--- config.mk ---
export PLATFORM = sky130hd
export DESIGN_NAME = salu_div_step
export DESIGN_NICKNAME = d
export VERILOG_FILES = /design/src/rtl/signed_128bit_alu_top_assert.svh /design/src/rtl/salu_pkg.sv /design/src/rtl/salu_div_step.sv
export SDC_FILE = /design/constraint.sdc
export NUM_CORES = 1
export LEC_CHECK = 0
export ABC_AREA = 1
export BUFFER_PORTS_ARGS = -buffer_cell sky130_fd_sc_hd__buf_2
export CAP_MARGIN = 15
export CORE_AREA = 2 2 409 411
export CTS_CLUSTER_SIZE = 28
export DETAILED_ROUTE_END_ITERATION = 7
export DIE_AREA = 0 0 411 413
export PLACE_DENSITY = 0.4
export SYNTH_ARGS = -nofsm -noshare
export SYNTH_HDL_FRONTEND = slang
export SYNTH_SLANG_ARGS = --single-unit
--- constraint.sdc ---
create_clock -name i_clk -period 3.1 [get_ports i_clk]
set_input_delay 0.465 -clock i_clk [delete_from_list [all_inputs] [get_ports i_clk]]
set_output_delay 0.465 -clock i_clk [all_outputs]
set_load 0.02 [all_outputs]
--- src/rtl/signed_128bit_alu_top_assert.svh ---
// ---------------------------------------------------------------------------
// assertion macros for the signed 128-bit alu
// concurrent checks on i_clk, switched off by defining ASSERT_OFF
// ---------------------------------------------------------------------------
`ifndef SIGNED_128BIT_ALU_TOP_ASSERT_SVH
`define SIGNED_128BIT_ALU_TOP_ASSERT_SVH
`ifndef ASSERT_OFF
`define SALU_ASSERT(lbl, expr) lbl: assert property (@(posedge i_clk) \
    disable iff (!i_rst_n) (expr)) else $error("salu assertion failed");
`define SALU_ASSERT_NEXT(lbl, pre, post) lbl: assert property (@(posedge i_clk) \
    disable iff (!i_rst_n) (pre) |=> (post)) else $error("salu assertion failed");
`else
`define SALU_ASSERT(lbl, expr)
`define SALU_ASSERT_NEXT(lbl, pre, post)
`endif
`endif

--- src/rtl/salu_pkg.sv ---
// ---------------------------------------------------------------------------
// salu_pkg
// shared types and constants of the signed 128-bit alu
// ---------------------------------------------------------------------------
package salu_pkg;

    localparam int W = 128;

    typedef enum logic [3:0] {
        MODE_ADD = 4'd0,
        MODE_SUB = 4'd1,
        MODE_MUL = 4'd2,
        MODE_DIV = 4'd3,
        MODE_AND = 4'd4,
        MODE_OR  = 4'd5,
        MODE_XOR = 4'd6,
        MODE_NOT = 4'd7,
        MODE_SHL = 4'd8,
        MODE_SHR = 4'd9,
        MODE_ROL = 4'd10,
        MODE_ROR = 4'd11,
        MODE_CMP = 4'd12
    } t_mode;

    // one item in flight through the divide steps
    typedef struct packed {
        t_mode          mode;
        logic [W-1:0]   res;
        logic           lt;
        logic           eq;
        logic           gt;
        logic           dz;
        logic [W-1:0]   q;
        logic [W-1:0]   rem;
        logic [W-1:0]   m;
        logic           neg;
    } t_rec;

endpackage

--- src/rtl/salu_div_step.sv ---
// ---------------------------------------------------------------------------
// salu_div_step
// one registered restoring divide iteration, other modes pass through
// ---------------------------------------------------------------------------
module salu_div_step
    import salu_pkg::*;
(
    input  logic i_clk,
    input  logic i_rst_n,
    input  logic i_en,
    input  logic i_valid,
    input  t_rec i_rec,
    output logic o_valid,
    output t_rec o_rec
);

    logic         r_valid;
    t_rec         r_rec;
    t_rec         n_rec;
    logic [W-1:0] w_rem;
    logic [W:0]   w_diff;

    always_comb begin
        n_rec  = i_rec;
        w_rem  = {i_rec.rem[W-2:0], i_rec.q[W-1]};
        w_diff = {1'b0, w_rem} - {1'b0, i_rec.m};
        if (i_rec.mode == MODE_DIV) begin
            n_rec.q   = {i_rec.q[W-2:0], ~w_diff[W]};
            n_rec.rem = w_diff[W] ? w_rem : w_diff[W-1:0];
        end
    end

    always_ff @(posedge i_clk) begin
        if (!i_rst_n) begin
            r_valid <= 1'b0;
        end else if (i_en) begin
            r_valid <= i_valid;
        end
    end

    always_ff @(posedge i_clk) begin
        if (i_en) begin
            r_rec <= n_rec;
        end
    end

    assign o_valid = r_valid;
    assign o_rec   = r_rec;

endmodule

[Yosys cells after proc, flatten, opt, wreduce, memory -nomap -nowiden]
Cells that the tools add are included.
Storage, ports and cells
  register bits: 522
  input bits: 525
  output and inout bits: 522
  word-level logic and storage cells: 16
Operators by class
  add/subtract/negate cells: 1
  equality and inequality tests: 1
  multiplexer cells: 2
  bitwise gates (word level): 1
Operator list (number)
  $mux 256: 1
  $sub 128x128->129: 1
  $mux 128: 1
  $eq 4x2->1 const B: 1
  $not 1->1: 1

[Logic depth before layout (Yosys ltp)]
  depth after elaboration: 3
  gate-level depth with buffers: 21
  mapped depth without buffers: 20

[Worst setup path after synthesis]
No wires, ideal clock.
  path kind: input to register
  start point: in i_rec[384] (netlist bit)
  end point: reg r_rec (netlist bit o_rec[242]) (data pin)
  arrival: 2.480 ns
  required time: 2.847 ns
  path slack: 0.366 ns
  cell stages on the path: 21
  cells stage by stage: inv_1 ha_1 fa_1 inv_1 nand2_1 nand2_1 nand3_1 nand2_2 nand2_1 nand2_2 nand2_2 nand2_2 nand2_1 nand2_2 nand2_4 nand3_2 buf_4 buf_4 nor2_1 nor2_1 nand2_1
RTL lines
  start, declared: RTL line salu_div_step.sv:12  | input t_rec i_rec,
  end signal, assigned: RTL line salu_div_step.sv:43  | r_rec <= n_rec;
  end, declared: RTL line salu_div_step.sv:18  | t_rec r_rec;

==> key figures <==
Place
  – Number of port buffers: 1046
  – Placed Instance Area: 47300 um^2
  – Placer Congestion: 1.01
  – Detailed-placement wirelength estimate: 188000 um
  – Pre-CTS setup slack: -0.355 ns
  – Placed insts: 8605

STA
  – Setup TNS: 0 ns
  – Final critical-path share of the clock period: 0.965
  – RSZ-0062 raised after global routing: true
  – Worst Tran Pin Value: 0.635 ns
  – Slew Viols, Final: 0
  – Hold slack: 0.0560 ns
  – Slew headroom: 0.577
  – Fmax: 334 MHz
  – Clock Skew: 0 ns
  – Tmin final: 2.99 ns
  – Final setup fails: 0
  – Final Hold Viols: 0
  – Worst setup margin: 0.107 ns

Layout
  – Number of fill cells in the layout: 18300
  – Share of layout cells above drive strength 1: 0.299
  – Multi-input logic area: 15000 um^2
  – Seq. cell area: 15700 um^2
  – Area Growth Syn to Fin: 58.9%
  – Final net count: 7461
  – Post-route cell area: 53800 um^2
  – Layout Cells excl Fill: 9091

Setup path
  – Flop-to-flop setup slack: 1.90 ns
  – Worst endpoint data arrival time: 3.44 ns
  – Critical path type: primary input to register
  – CP Capture Type: register
  – Worst Reg-to-Reg Cells: 3
  – Reg2reg start: o_valid
  – CP max FO: 3
  – Critical Path RT: 3.55 ns
  – Critical Path Source: i_rec[48]
  – Worst Setup Start Kind: primary input

Detailed routing
  – Via density: 4.23
  – Routed wire length: 224000 um
  – # DRC: 0
  – Vias: 38400
  – First-pass iteration count of the detailed router: 6
  – Routed Antenna Nets: 0
  – DR WL/cell: 24.6 um
  – Detailed router's first-iteration violation count: 2674

Die
  – Chip Height: 413 um
  – Die ar.: 170000 um^2
  – Initial Util: 0.204
  – Die X: 411 um
  – Placeable Area: 166000 um^2
  – # rows: 150
  – IO Count: 1047

Job
  – Maximum Capacitance Violations: 0

Clock network
  – Root buffer cell: clkbuf_16
  – Clock transition at path regs: 0.06 ns
  – Clock buffer count from CTS: 73
  – CTS sink count: 522
  – Clock Tree Buf Depth: 3
  – H-tree depth: 3
  – Clk_lat worst skew: 0.69 ns
  – CTS tree: yes

Synthesis
  – Syn avg cell area: 7.21 um^2
  – Cell Area, Synth: 33900 um^2
  – Syn. warnings: 0
  – Yosys top cell area share: 0.462
  – Mapped Cells: 4698
  – Number of synthesized flops with an enable pin: 521
  – Post-synth top flop: edfxtp_1
  – Synth unique cells: 39
  – Number of synthesized register bits: 522
  – Syn nets: 5352
  – Sequential share of the synthesized area: 0.462
  – Ys async rst share: 0
  – Commonest cells post-synth: 2060 x nand2_1, 910 x inv_1, 521 x edfxtp_1
  – Synth top area cells: edfxtp_1 46%, nand2_1 23%, inv_1 10%
  – Yosys top cell by area: edfxtp_1
  – Count leader, synth: nand2_1

Hold path
  – Min-Delay Path Depth: 3
  – Hold wc startpoint: i_rec[298]
  – Worst hold path class: primary input to register

GRT
  – Vias in the first global route: 37600
  – Initial antenna violation count: 55
  – Largest net degree at the start of global routing: 74
  – Remaining global-route overflow: 0
  – Tot GR Track Use: 0.249
  – First-pass GRT wire length: 293000 um

Outcome
  – Run status: finished, final reports clean

Power and ir drop
  – PD cells: 457 nW/um^2
  – Worst VDD drop: 0.000412 V
  – Pleak: 0.0281 uW
## cell type report
| class | instances | area share |
|---|---|---|
| multi-input combinational | 3186 | 0.278 |
| inverter | 918 | 0.0643 |
| timing repair buffer | 2106 | 0.270 |
| tap | 2204 | 0.0512 |
| antenna | 22 | 0.00102 |
| sequential | 522 | 0.291 |
| clock buffer | 85 | 0.0352 |
| clock inverter | 48 | 0.00906 |
## metrics by stage
stage / power, uW / util
floorplan: 11600 / -
global placement: 15600 / 0.285
detailed placement: 15600 / 0.285
CTS: 24800 / 0.319
global route: 25600 / 0.324
finish: 24600 / 0.325
## flip-flops by register name, summed over array words and instances, names as in the netlist
signal / flops
o_valid: 1
o_rec: 521
## critical path: stages
cell           delay, ns
dlygate4sd3_1       0.52
buf_2               0.11
inv_1               0.07
ha_1                0.32
buf_4               0.12
nand2_1             0.09
nor2_1              0.23
nand2_1             0.18
nor2_1              0.18
inv_1               0.11
buf_4               0.17
nor3_2              0.29
nand2_1             0.14
buf_4               0.18
nand3_1             0.07
nand2_1             0.07
nand3_1             0.07
nand2_1             0.05
## path summary, 6_finish.rpt
check                             endpoint
worst min register to register     o_valid
worst min-delay path            o_rec[298]
worst max-delay path            o_rec[226]
worst max register to register     o_valid
## cell families (layout without fill, tap and decap cells)
group                    count (synthesis)  after routing  synth area share
AND/OR/NAND/NOR                       2800           2800             0.330
buffers and inverters                  990           3157             0.113
other                                    0             22                 0
XOR/XNOR                                60             60            0.0155
flip-flops                             522            522             0.462
adder cells (fa/ha/maj)                129            129            0.0478
AO/OA/AOI/OAI                          197            197            0.0318
## layer usage
layer / up-vias / part of all wire / global-route usage
met4: 16 / 0.032 / 0.0764
met1: 18200 / 0.41 / 0.302
met2: 1248 / 0.50 / 0.449
li1: 18800 / - / -
met3: 246 / 0.054 / 0.0382
met5: - / 0.00046 / 0
## cell usage in the layout (no fill, tap or decap), types with 31 or more instances in the layout
master / Yosys / routed
edfxtp_1: 521 / 521
nor2_2: 9 / 31
inv_1: 910 / 904
clkbuf_16: 0 / 81
buf_2: 9 / 1044
xor2_1: 58 / 57
nand2_1: 2060 / 2029
nand3b_1: 31 / 31
buf_4: 5 / 698
a21oi_1: 134 / 114
ha_1: 128 / 108
nand3_1: 254 / 247
o21ai_0: 32 / 31
dlygate4sd3_1: 0 / 313
nor3_1: 36 / 32
nor2_1: 356 / 325
nand2_2: 8 / 38
## timing repair
item | in CTS | in global routing
endpoints found under the hold margin | 309 | 0
gates resized for setup | 0 | 158
setup buffers | 0 | 5
endpoints found under the setup margin | 0 | 129
hold buffers | 314 | 0
## report_power, final
part	switching, uW	leakage [uW]	internal, uW
sequential	250	0.00511	8450
combinational	4540	0.0218	2690
clock	3760	0.00117	4930
No activity file was read; power rests on OpenSTA's default activity.
